[config.mk]
export PLATFORM = sky130hd
export DESIGN_NAME = parameter_sweep_generator
export DESIGN_NICKNAME = d
export VERILOG_FILES = /design/src/design/psg_pkg.sv /design/src/design/psg_div.sv /design/src/design/parameter_sweep_generator.sv
export SDC_FILE = /design/constraint.sdc
export NUM_CORES = 1
export LEC_CHECK = 0
export ABC_AREA = 1
export BUFFER_PORTS_ARGS = -buffer_cell sky130_fd_sc_hd__buf_2
export CAP_MARGIN = 20
export CORE_MARGIN = 1.5
export CORE_UTILIZATION = 30
export CTS_BUF_LIST = sky130_fd_sc_hd__clkbuf_4
export CTS_CLUSTER_SIZE = 24
export DETAILED_ROUTE_END_ITERATION = 10
export GPL_ROUTABILITY_DRIVEN = 0
export GPL_TIMING_DRIVEN = 0
export HOLD_SLACK_MARGIN = 0.02
export SLEW_MARGIN = 10
export SYNTH_ARGS = -nofsm -noshare
export SYNTH_HDL_FRONTEND = slang
export SYNTH_SLANG_ARGS = --single-unit
export TNS_END_PERCENT = 100
[constraint.sdc]
create_clock -name clock -period 6.65 [get_ports clock]
set_input_delay 1.33 -clock clock [delete_from_list [all_inputs] [get_ports clock]]
set_output_delay 1.33 -clock clock [all_outputs]
set_load 0.03 [all_outputs]
[src/design/psg_pkg.sv]
`default_nettype none

package psg_pkg;

   localparam int VALUE_W   = 16;
   localparam int STEP_W    = 8;
   localparam int PERIOD_W  = 30;
   localparam int MODE_W    = 3;
   localparam int OP_W      = 2;
   localparam int CSR_IDX_W = 3;

   // 1e9 divided by the rate in mHz gives the sweep cycle in us
   localparam logic [PERIOD_W-1:0] NS_PER_SEC_MILLI = 30'd1000000000;

   // sweep modes
   localparam logic [MODE_W-1:0] MODE_OFF      = 3'd0;
   localparam logic [MODE_W-1:0] MODE_UP       = 3'd1;
   localparam logic [MODE_W-1:0] MODE_DN       = 3'd2;
   localparam logic [MODE_W-1:0] MODE_UP_RESET = 3'd3;
   localparam logic [MODE_W-1:0] MODE_DN_RESET = 3'd4;
   localparam logic [MODE_W-1:0] MODE_UP_DOWN  = 3'd5;
   localparam logic [MODE_W-1:0] MODE_DN_UP    = 3'd6;

   // request opcodes
   localparam logic [OP_W-1:0] OP_TICK      = 2'd0;
   localparam logic [OP_W-1:0] OP_RECOMPUTE = 2'd1;
   localparam logic [OP_W-1:0] OP_SET       = 2'd2;

   // register indexes
   localparam logic [CSR_IDX_W-1:0] REG_SWEEP_MODE    = 3'd0;
   localparam logic [CSR_IDX_W-1:0] REG_NOTIFY_ENABLE = 3'd1;
   localparam logic [CSR_IDX_W-1:0] REG_RANGE_MIN     = 3'd2;
   localparam logic [CSR_IDX_W-1:0] REG_RANGE_MAX     = 3'd3;
   localparam logic [CSR_IDX_W-1:0] REG_CYCLE_RATE    = 3'd4;

   typedef struct packed {
      logic [OP_W-1:0]    opcode;
      logic [VALUE_W-1:0] new_value;
   } psg_req_type;

   typedef struct packed {
      logic [VALUE_W-1:0] current_value;
      logic               value_updated;
      logic               at_end;
      logic               notify;
   } psg_rsp_type;

   typedef struct packed {
      logic                start;
      logic [PERIOD_W-1:0] dividend;
      logic [VALUE_W-1:0]  divisor;
   } div_req_type;

   typedef struct packed {
      logic                busy;
      logic                done;
      logic [PERIOD_W-1:0] quotient;
   } div_rsp_type;

endpackage

`default_nettype wire

[src/design/psg_div.sv]
`default_nettype none

// Restoring divider, one quotient bit per cycle.
module psg_div import psg_pkg::*; (
   input  wire logic        clock,
   input  wire logic        reset,
   input  wire div_req_type div_req,
   output div_rsp_type      div_rsp
);

   localparam int CNT_W = $clog2(PERIOD_W);
   localparam logic [CNT_W-1:0] LAST_CNT = CNT_W'(PERIOD_W - 1);

   logic                busy_ff, busy_in;
   logic                done_ff, done_in;
   logic [CNT_W-1:0]    cnt_ff, cnt_in;
   logic [VALUE_W-1:0]  rem_ff, rem_in;
   logic [PERIOD_W-1:0] quo_ff, quo_in;
   logic [VALUE_W-1:0]  dvs_ff, dvs_in;

   logic [VALUE_W:0] trial;
   logic [VALUE_W:0] diff;
   logic             fits;

   assign trial = {rem_ff, quo_ff[PERIOD_W-1]};
   assign diff  = trial - {1'b0, dvs_ff};
   assign fits  = trial >= {1'b0, dvs_ff};

   always_comb begin
      busy_in = busy_ff;
      done_in = 1'b0;
      cnt_in  = cnt_ff;
      rem_in  = rem_ff;
      quo_in  = quo_ff;
      dvs_in  = dvs_ff;
      if (div_req.start) begin
         busy_in = 1'b1;
         cnt_in  = LAST_CNT;
         rem_in  = '0;
         quo_in  = div_req.dividend;
         dvs_in  = div_req.divisor;
      end else if (busy_ff) begin
         rem_in = fits ? diff[VALUE_W-1:0] : trial[VALUE_W-1:0];
         quo_in = {quo_ff[PERIOD_W-2:0], fits};
         cnt_in = cnt_ff - 1'b1;
         if (cnt_ff == '0) begin
            busy_in = 1'b0;
            done_in = 1'b1;
         end
      end
   end

   always_ff @(posedge clock) begin
      if (reset) begin
         busy_ff <= 1'b0;
         done_ff <= 1'b0;
      end else begin
         busy_ff <= busy_in;
         done_ff <= done_in;
      end
   end

   always_ff @(posedge clock) begin
      cnt_ff <= cnt_in;
      rem_ff <= rem_in;
      quo_ff <= quo_in;
      dvs_ff <= dvs_in;
   end

   assign div_rsp.busy     = busy_ff;
   assign div_rsp.done     = done_ff;
   assign div_rsp.quotient = quo_ff;

endmodule

`default_nettype wire

[src/design/parameter_sweep_generator.sv]
// Tick, set and unused opcodes: pass EXEC, then OUT registers the response; a new request is taken only in IDLE.
// Recompute: one shared divider computes the period, then span / step for each step size
// tried in the search, then the final ratio; when disabled, it goes straight from EXEC to OUT.
// Synchronous active-high reset: registers to their defaults (range_max 0xFFFF, sweep active),
// countdown, step and value to zero, no beat pending. No clearing pass.
`default_nettype none

module parameter_sweep_generator import psg_pkg::*; #(
   parameter int STEP_LIMIT = 100
) (
   input  wire logic                 clock,
   input  wire logic                 reset,
   // request channel
   input  wire logic                 req_valid,
   output logic                      req_ready,
   input  wire psg_req_type          req_data,
   // response channel
   output logic                      rsp_valid,
   input  wire logic                 rsp_ready,
   output psg_rsp_type               rsp_data,
   // register write port
   input  wire logic                 csr_we,
   input  wire logic [CSR_IDX_W-1:0] csr_index,
   input  wire logic [VALUE_W-1:0]   csr_wdata
);

   // step search counter holds 1..STEP_LIMIT, or 0 for a zero range
   localparam int CNT_W = $clog2(STEP_LIMIT + 1);
   localparam logic [CNT_W-1:0] STEP_END = CNT_W'(STEP_LIMIT);

   // sequencer states
   localparam logic [2:0] ST_IDLE   = 3'd0;
   localparam logic [2:0] ST_EXEC   = 3'd1;  // tick / set / start recompute
   localparam logic [2:0] ST_PERIOD = 3'd2;  // 1e9 / rate
   localparam logic [2:0] ST_SEARCH = 3'd3;  // launch span / step
   localparam logic [2:0] ST_DELTA  = 3'd4;  // check delta against period
   localparam logic [2:0] ST_RATIO  = 3'd5;  // period / delta
   localparam logic [2:0] ST_FINISH = 3'd6;  // apply direction, store step
   localparam logic [2:0] ST_OUT    = 3'd7;  // hand beat to output register

   logic [2:0] state_ff, state_in;

   // configuration
   logic [MODE_W-1:0]  mode_ff, mode_in;
   logic               notify_en_ff, notify_en_in;
   logic [VALUE_W-1:0] min_ff, min_in;
   logic [VALUE_W-1:0] max_ff, max_in;
   logic [VALUE_W-1:0] rate_ff, rate_in;

   // sweep state
   logic [VALUE_W-1:0]  value_ff, value_in;
   logic [STEP_W-1:0]   step_ff, step_in;       // two's complement
   logic [PERIOD_W-1:0] upd_period_ff, upd_period_in;
   logic [PERIOD_W-1:0] ticks_ff, ticks_in;
   logic                active_ff, active_in;

   // per-beat working registers
   logic [OP_W-1:0]     op_ff, op_in;
   logic [VALUE_W-1:0]  nv_ff, nv_in;
   logic [STEP_W-1:0]   prev_step_ff, prev_step_in;
   logic [PERIOD_W-1:0] period_ff, period_in;
   logic [CNT_W-1:0]    cnt_ff, cnt_in;
   logic                upd_ff, upd_in;
   logic                end_ff, end_in;

   // output register
   logic        rsp_valid_ff, rsp_valid_in;
   psg_rsp_type rsp_data_ff, rsp_data_in;

   div_req_type div_req;
   div_rsp_type div_rsp;

   psg_div u_div (
      .clock   (clock),
      .reset   (reset),
      .div_req (div_req),
      .div_rsp (div_rsp)
   );

   // ---------------------------------------------------------------------------------------
   // Datapath terms
   // ---------------------------------------------------------------------------------------
   logic                live;
   logic                rc_go;
   logic [VALUE_W-1:0]  span;
   logic [PERIOD_W-1:0] ticks_dec;
   logic                fire;
   logic                step_neg;
   logic                step_pos;
   logic [VALUE_W-1:0]  moved;
   logic                hit_end;
   logic [VALUE_W-1:0]  clamped;
   logic [VALUE_W-1:0]  delta;
   logic                prev_pos;
   logic                flip_dir;
   logic [STEP_W-1:0]   step_mag_new;
   logic [STEP_W-1:0]   step_mag;

   assign live  = (mode_ff >= MODE_UP) && (mode_ff <= MODE_DN_UP) && active_ff;
   assign rc_go = live && (rate_ff != '0);
   // inverted range counts as zero span
   assign span  = (max_ff > min_ff) ? (max_ff - min_ff) : '0;

   // countdown never wraps below zero
   assign ticks_dec = (ticks_ff != '0) ? (ticks_ff - 1'b1) : ticks_ff;
   assign fire      = (ticks_dec == '0) && live && (rate_ff != '0) && (step_ff != '0);

   assign step_neg = step_ff[STEP_W-1];
   assign step_pos = !step_neg && (step_ff != '0);
   assign moved    = value_ff + {{(VALUE_W-STEP_W){step_ff[STEP_W-1]}}, step_ff};
   // end of range, or wrap past 16 bits in the direction of travel
   assign hit_end  = (moved <= min_ff) || (moved >= max_ff) ||
                     (step_neg && (moved > value_ff)) ||
                     (step_pos && (moved < value_ff));

   // set: top bound checked first, so an inverted range yields max for large values
   assign clamped = (nv_ff > max_ff) ? max_ff :
                    (nv_ff < min_ff) ? min_ff : nv_ff;

   assign delta = div_rsp.quotient[VALUE_W-1:0];

   // negative step for downward modes, for down-up after a positive step, for up-down after a negative one
   assign prev_pos = !prev_step_ff[STEP_W-1] && (prev_step_ff != '0);
   assign flip_dir = (mode_ff == MODE_DN_RESET) || (mode_ff == MODE_DN) ||
                     ((mode_ff == MODE_DN_UP) && prev_pos) ||
                     ((mode_ff == MODE_UP_DOWN) && prev_step_ff[STEP_W-1]);
   assign step_mag_new = {{(STEP_W-CNT_W){1'b0}}, cnt_ff};

   assign step_mag = step_ff[STEP_W-1] ? (STEP_W'(0) - step_ff) : step_ff;

   // ---------------------------------------------------------------------------------------
   // Divider launches: period, then span/step for each step tried, then period/delta
   // ---------------------------------------------------------------------------------------
   always_comb begin
      div_req = '0;
      unique case (state_ff)
         ST_EXEC: begin
            div_req.start    = (op_ff == OP_RECOMPUTE) && rc_go;
            div_req.dividend = NS_PER_SEC_MILLI;
            div_req.divisor  = rate_ff;
         end
         ST_SEARCH: begin
            div_req.start    = cnt_ff < STEP_END;
            div_req.dividend = {{(PERIOD_W-VALUE_W){1'b0}}, span};
            div_req.divisor  = {{(VALUE_W-CNT_W){1'b0}}, cnt_ff};
         end
         ST_DELTA: begin
            div_req.start    = div_rsp.done && (div_rsp.quotient != '0) &&
                               (period_ff >= div_rsp.quotient);
            div_req.dividend = period_ff;
            div_req.divisor  = delta;
         end
         default: begin
            div_req = '0;
         end
      endcase
   end

   // ---------------------------------------------------------------------------------------
   // Sequencer and state update
   // ---------------------------------------------------------------------------------------
   always_comb begin
      state_in      = state_ff;
      mode_in       = mode_ff;
      notify_en_in  = notify_en_ff;
      min_in        = min_ff;
      max_in        = max_ff;
      rate_in       = rate_ff;
      value_in      = value_ff;
      step_in       = step_ff;
      upd_period_in = upd_period_ff;
      ticks_in      = ticks_ff;
      active_in     = active_ff;
      op_in         = op_ff;
      nv_in         = nv_ff;
      prev_step_in  = prev_step_ff;
      period_in     = period_ff;
      cnt_in        = cnt_ff;
      upd_in        = upd_ff;
      end_in        = end_ff;
      rsp_valid_in  = rsp_valid_ff && !rsp_ready;
      rsp_data_in   = rsp_data_ff;

      unique case (state_ff)
         ST_IDLE: begin
            if (req_valid) begin
               op_in    = req_data.opcode;
               nv_in    = req_data.new_value;
               state_in = ST_EXEC;
            end
         end

         ST_EXEC: begin
            upd_in   = 1'b0;
            end_in   = 1'b0;
            state_in = ST_OUT;
            unique case (op_ff)
               OP_TICK: begin
                  ticks_in = ticks_dec;
                  if (fire) begin
                     ticks_in = upd_period_ff;
                     upd_in   = 1'b1;
                     end_in   = hit_end;
                     value_in = moved;
                     if (hit_end) begin
                        unique case (mode_ff)
                           MODE_UP_DOWN, MODE_DN_UP: begin
                              value_in = step_neg ? min_ff : max_ff;
                              step_in  = STEP_W'(0) - step_ff;
                           end
                           MODE_UP_RESET: begin
                              value_in = min_ff;
                           end
                           MODE_DN_RESET: begin
                              value_in = max_ff;
                           end
                           MODE_UP: begin
                              value_in  = max_ff;
                              active_in = 1'b0;
                           end
                           default: begin
                              // one-shot downward
                              value_in  = min_ff;
                              active_in = 1'b0;
                           end
                        endcase
                     end
                  end
               end
               OP_RECOMPUTE: begin
                  if (rc_go) begin
                     prev_step_in = step_ff;
                     cnt_in       = CNT_W'(1);
                     state_in     = ST_PERIOD;
                  end
               end
               OP_SET: begin
                  value_in = clamped;
               end
               default: begin
                  // unused opcode: report only
               end
            endcase
         end

         ST_PERIOD: begin
            if (div_rsp.done) begin
               period_in = div_rsp.quotient;
               state_in  = ST_SEARCH;
            end
         end

         ST_SEARCH: begin
            // search exhausted: keep the limit, period untouched
            state_in = (cnt_ff < STEP_END) ? ST_DELTA : ST_FINISH;
         end

         ST_DELTA: begin
            if (div_rsp.done) begin
               if (div_rsp.quotient == '0) begin
                  cnt_in   = '0;
                  state_in = ST_FINISH;
               end else if (period_ff >= div_rsp.quotient) begin
                  state_in = ST_RATIO;
               end else begin
                  cnt_in   = cnt_ff + 1'b1;
                  state_in = ST_SEARCH;
               end
            end
         end

         ST_RATIO: begin
            if (div_rsp.done) begin
               upd_period_in = div_rsp.quotient;
               state_in      = ST_FINISH;
            end
         end

         ST_FINISH: begin
            step_in  = flip_dir ? (STEP_W'(0) - step_mag_new) : step_mag_new;
            state_in = ST_OUT;
         end

         ST_OUT: begin
            if (!rsp_valid_ff || rsp_ready) begin
               rsp_valid_in                = 1'b1;
               rsp_data_in.current_value   = value_ff;
               rsp_data_in.value_updated   = upd_ff;
               rsp_data_in.at_end          = end_ff;
               rsp_data_in.notify          = end_ff && notify_en_ff;
               state_in                    = ST_IDLE;
            end
         end

         default: begin
            state_in = ST_IDLE;
         end
      endcase

      // register writes must arrive only while idle; the block itself does not enforce this
      if (csr_we) begin
         unique case (csr_index)
            REG_SWEEP_MODE: begin
               mode_in   = csr_wdata[MODE_W-1:0];
               active_in = 1'b1;
            end
            REG_NOTIFY_ENABLE: notify_en_in = csr_wdata[0];
            REG_RANGE_MIN:     min_in       = csr_wdata;
            REG_RANGE_MAX:     max_in       = csr_wdata;
            REG_CYCLE_RATE:    rate_in      = csr_wdata;
            default: begin
               // index beyond the register list: ignored
            end
         endcase
      end
   end

   always_ff @(posedge clock) begin
      if (reset) begin
         state_ff      <= ST_IDLE;
         mode_ff       <= MODE_OFF;
         notify_en_ff  <= 1'b0;
         min_ff        <= '0;
         max_ff        <= '1;
         rate_ff       <= '0;
         value_ff      <= '0;
         step_ff       <= '0;
         upd_period_ff <= '0;
         ticks_ff      <= '0;
         active_ff     <= 1'b1;
         rsp_valid_ff  <= 1'b0;
      end else begin
         state_ff      <= state_in;
         mode_ff       <= mode_in;
         notify_en_ff  <= notify_en_in;
         min_ff        <= min_in;
         max_ff        <= max_in;
         rate_ff       <= rate_in;
         value_ff      <= value_in;
         step_ff       <= step_in;
         upd_period_ff <= upd_period_in;
         ticks_ff      <= ticks_in;
         active_ff     <= active_in;
         rsp_valid_ff  <= rsp_valid_in;
      end
   end

   always_ff @(posedge clock) begin
      op_ff        <= op_in;
      nv_ff        <= nv_in;
      prev_step_ff <= prev_step_in;
      period_ff    <= period_in;
      cnt_ff       <= cnt_in;
      upd_ff       <= upd_in;
      end_ff       <= end_in;
      rsp_data_ff  <= rsp_data_in;
   end

   assign req_ready = state_ff == ST_IDLE;
   assign rsp_valid = rsp_valid_ff;
   assign rsp_data  = rsp_data_ff;

   // ---------------------------------------------------------------------------------------
   // Assertions
   // ---------------------------------------------------------------------------------------
   a_step_bound: assert property (@(posedge clock) disable iff (reset)
      step_mag <= STEP_W'(STEP_LIMIT))
      else $error("step magnitude beyond search limit");

   a_div_wait: assert property (@(posedge clock) disable iff (reset)
      (state_ff == ST_PERIOD || state_ff == ST_DELTA || state_ff == ST_RATIO)
      |-> (div_rsp.busy || div_rsp.done))
      else $error("waiting on divider that is not running");

   a_rsp_from_out: assert property (@(posedge clock) disable iff (reset)
      $rose(rsp_valid_ff) |-> ($past(state_ff) == ST_OUT))
      else $error("response raised outside output state");

   a_end_needs_update: assert property (@(posedge clock) disable iff (reset)
      (rsp_valid_ff && !rsp_data_ff.value_updated)
      |-> (!rsp_data_ff.at_end && !rsp_data_ff.notify))
      else $error("end or notify flagged without a sweep update");

endmodule

`default_nettype wire
==> results.sh <==
export IMPL_cts_tree="done"
export IMPL_yosys_top_cells_area="edfxtp_1 (20%), dfxtp_1 (17%), nand2_1 (11%)"
export IMPL_die_area_um2=65250
export IMPL_synth_edf_count=130
export IMPL_cts_resized_gates=0
export IMPL_r2r_end="value_ff[15]$_SDFFE_PP0P_"
export IMPL_cts_hold_buf=0
export IMPL_ir_drop_mv=0.4921
export IMPL_crit_family="compound AO/OA/AOI/OAI gates"
export IMPL_drtPass1Iterations=8
export IMPL_io_pins=63
export IMPL_fin_skew_ns=0.04531
export IMPL_synth_common_cells="nand2_1 (575), inv_1 (313), a21oi_1 (262)"
export IMPL_synth_top_area_share_pct=20.42
export IMPL_required_ns=7.35
export IMPL_rsz0062_at_grt="false"
export IMPL_slew_headroom_pct=32.92
export IMPL_arrival_ns=5.62
export IMPL_syn2layout_area_growth_pct=13.69
export IMPL_pwr_share_clk_pct=15.5
export IMPL_fillCellCount=6917
export IMPL_power_density_nw_per_um2=539.6
export IMPL_synth_async_reset_ratio_pct=0
export IMPL_io_buffers=61
export IMPL_worstSetupPathType="reg -> reg"
export IMPL_synth_distinct_cells=51
export IMPL_swShare_pct=52.93
export IMPL_ys_seq_area_share_pct=37.59
export IMPL_nets=2951
export IMPL_cp_max_fo=13
export IMPL_p_comb_share_pct=63.2
export IMPL_max_stage_delay_ns=0.72
export IMPL_hold_end="rsp_data[2]$_DFFE_PP_"
export IMPL_yosysTopAreaCell="edfxtp_1"
export IMPL_synthCells=2591
export IMPL_cts_buffer_depth=3
export IMPL_wirelength_mm=59.64
export IMPL_grt_max_degree=31
export IMPL_max_freq_mhz=203.1
export IMPL_yosysWarnings=0
export IMPL_ant_nets=0
export IMPL_r2r_start="step_ff[7]$_SDFFE_PP0P_"
export IMPL_post_drt_wl_per_cell_um=16.28
export IMPL_critPathSlowestCell="dfxtp_1"
export IMPL_tightest_slew_ns=0.9969
export IMPL_drt_initial_drc_count=1448
export IMPL_holdPathStages=0
export IMPL_pre_cts_slack_ns=1.773
export IMPL_finalCritPeriodShare_pct=74.06
export IMPL_placementRows=92
export IMPL_cts_root_buf="clkbuf_4"
export IMPL_max_cap_violations=0
export IMPL_drive_gt1_share_pct=9.566
export IMPL_hold_viol=0
export IMPL_setup_worst_path_end_class="flop"
export IMPL_post_cts_buffers=0
export IMPL_syn_num_nets=2798
export IMPL_cp_num_buf_inv=2
export IMPL_reg2reg_slack_ns=1.73
export IMPL_grt_usage_pct=17.94
export IMPL_hold_ws_ns=0.4181
export IMPL_critPathLaunchType="flop"
export IMPL_htreeDepth=3
export IMPL_hold_path_class="reg -> reg"
export IMPL_place_detailed_hpwl_mm=46.68
export IMPL_drc_errors=0
export IMPL_vias_per_cell=4.949
export IMPL_ys_ff_latch=294
export IMPL_grt_pass1_vias=16984
export IMPL_initial_core_util_pct=30.31
export IMPL_p_int_mw=5.521
export IMPL_cts_buffers=85
export IMPL_die_h_um=255.4
export IMPL_leakagePower_nw=9.630
export IMPL_p_seq_share_pct=21.3
export IMPL_die_x_um=255.4
export IMPL_min_period_ns=4.925
export IMPL_clk_pin_slew_ns=0.06
export IMPL_setup_viol=0
export IMPL_cts_sinks=294
export IMPL_reg2reg_depth=22
export IMPL_grt_pass1_wl_mm=92.98
export IMPL_outcome="finished, final reports clean"
export IMPL_overflow=0
export IMPL_final_max_slew_viol_count=0
export IMPL_num_vias=18134
export IMPL_fin_tns_setup_ns=0
export IMPL_antenna_found_initial=2
export IMPL_p_sw_mw=6.209
export IMPL_crit_chain="ha_1 > a21oi_1 > a21boi_0 > nand3_1 > a21oi_1 > or2_2 > nand2_1 > inv_1 > ha_1 > a21oi_1 > o21ai_0 > a21oi_1 > nand3_1 > nand2_1 > nand2_1 > nand2_1 > clkbuf_1 > o211ai_1 > nand3_1 > o21ai_0 > nor2_1 > nor2_1"
export IMPL_utilization_pct=34.46
export IMPL_core_um2=63080
export IMPL_power_mw=11.73
export IMPL_hp_start="upd_ff$_SDFFCE_PN0P_"
export IMPL_avgSynthCellArea_um2=7.379
export IMPL_synth_main_ff_cell="dfxtp_1"
export IMPL_synth_most_common_cell="nand2_1"
export IMPL_setup_slack_ns=1.725
export IMPL_insertion_delay_ns=0.83
export IMPL_syn_area_um2=19120
cell type report:
class / count / area, µm² / area share [%]
inverter: 318 / 1194 / 5.492
multi-input combinational: 1884 / 10310 / 47.46
tap: 846 / 1059 / 4.870
buffer: 95 / 437.9 / 2.015
timing repair buffer: 66 / 384.1 / 1.767
antenna: 6 / 15.01 / 0.06908
clock buffer: 125 / 938.4 / 4.317
clock inverter: 30 / 206.4 / 0.9498
sequential: 294 / 7187 / 33.06
metal layers:
layer / GRT usage (%) / routed length [µm] / vias up
li1: - / - / 9112
met3: 3.244 / 3744 / 136
met5: 0 / 0 / -
met4: 7.027 / 2064 / 0
met1: 23.87 / 27190 / 8312
met2: 28.72 / 26630 / 574
power by group through the flow:
stage | registers (mW) | clock network [mW] | logic, mW
finish | 2.50 | 1.82 | 7.42
global route | 2.53 | 1.96 | 8.26
CTS | 2.49 | 1.86 | 7.30
detailed placement | 2.53 | 0 | 7.26
global placement | 2.53 | 0 | 7.21
floorplan | 2.42 | 0 | 5.47
cells in the final DEF (no fill, tap or decap), types with 56 or more instances in the layout:
| cell type | count |
|---|---|
| o21ai_0 | 214 |
| dfxtp_1 | 164 |
| nand2_1 | 574 |
| clkbuf_1 | 69 |
| a21oi_1 | 262 |
| buf_2 | 76 |
| nor2_1 | 217 |
| nand4_1 | 56 |
| nand3_1 | 180 |
| ha_1 | 162 |
| inv_1 | 313 |
| edfxtp_1 | 130 |
| clkbuf_4 | 125 |
worst max path at each step:
| stage | from | end | slack (ns) | cells past startpoint |
|---|---|---|---|---|
| global route | step_ff[7]$_SDFFE_PP0P_ | value_ff[15]$_SDFFE_PP0P_ | 1.34 | 22 |
| CTS | step_ff[7]$_SDFFE_PP0P_ | value_ff[15]$_SDFFE_PP0P_ | 1.74 | 22 |
| detailed placement | step_ff[7]$_SDFFE_PP0P_ | value_ff[15]$_SDFFE_PP0P_ | 1.77 | 22 |
| global placement | step_ff[7]$_SDFFE_PP0P_ | value_ff[15]$_SDFFE_PP0P_ | 1.75 | 22 |
| finish | step_ff[7]$_SDFFE_PP0P_ | value_ff[15]$_SDFFE_PP0P_ | 1.73 | 22 |
| floorplan | step_ff[2]$_SDFFE_PP0P_ | value_ff[15]$_SDFFE_PP0P_ | 2.99 | 26 |
per-stage QoR:
step	std cells	cell area, µm²
global route	3663	21730
floorplan	2591	19120
detailed placement	3503	20580
CTS	3658	21720
finish	3664	21740
global placement	3498	20480
flip-flops by register name, indices dropped and copies added (netlist names), 2 cells and up:
signal	flops
step_ff	8
cnt_ff	7
max_ff	16
u_div.quo_ff	30
u_div.rem_ff	16
rsp_data	19
nv_ff	16
value_ff	16
period_ff	30
min_ff	16
ticks_ff	30
u_div.dvs_ff	16
rate_ff	16
mode_ff	3
state_ff	3
op_ff	2
u_div.cnt_ff	5
prev_step_ff	8
upd_period_ff	30
cell families after synthesis:
logic type / Yosys count / share of synthesized area (%)
AND/OR/NAND/NOR: 1109 / 25.07
adder cells (fa/ha/maj): 165 / 10.92
AO/OA/AOI/OAI: 564 / 15.79
buffers and inverters: 413 / 8.534
flip-flops: 294 / 37.59
XOR/XNOR: 46 / 2.107
Power figures use the tool's default switching activity.
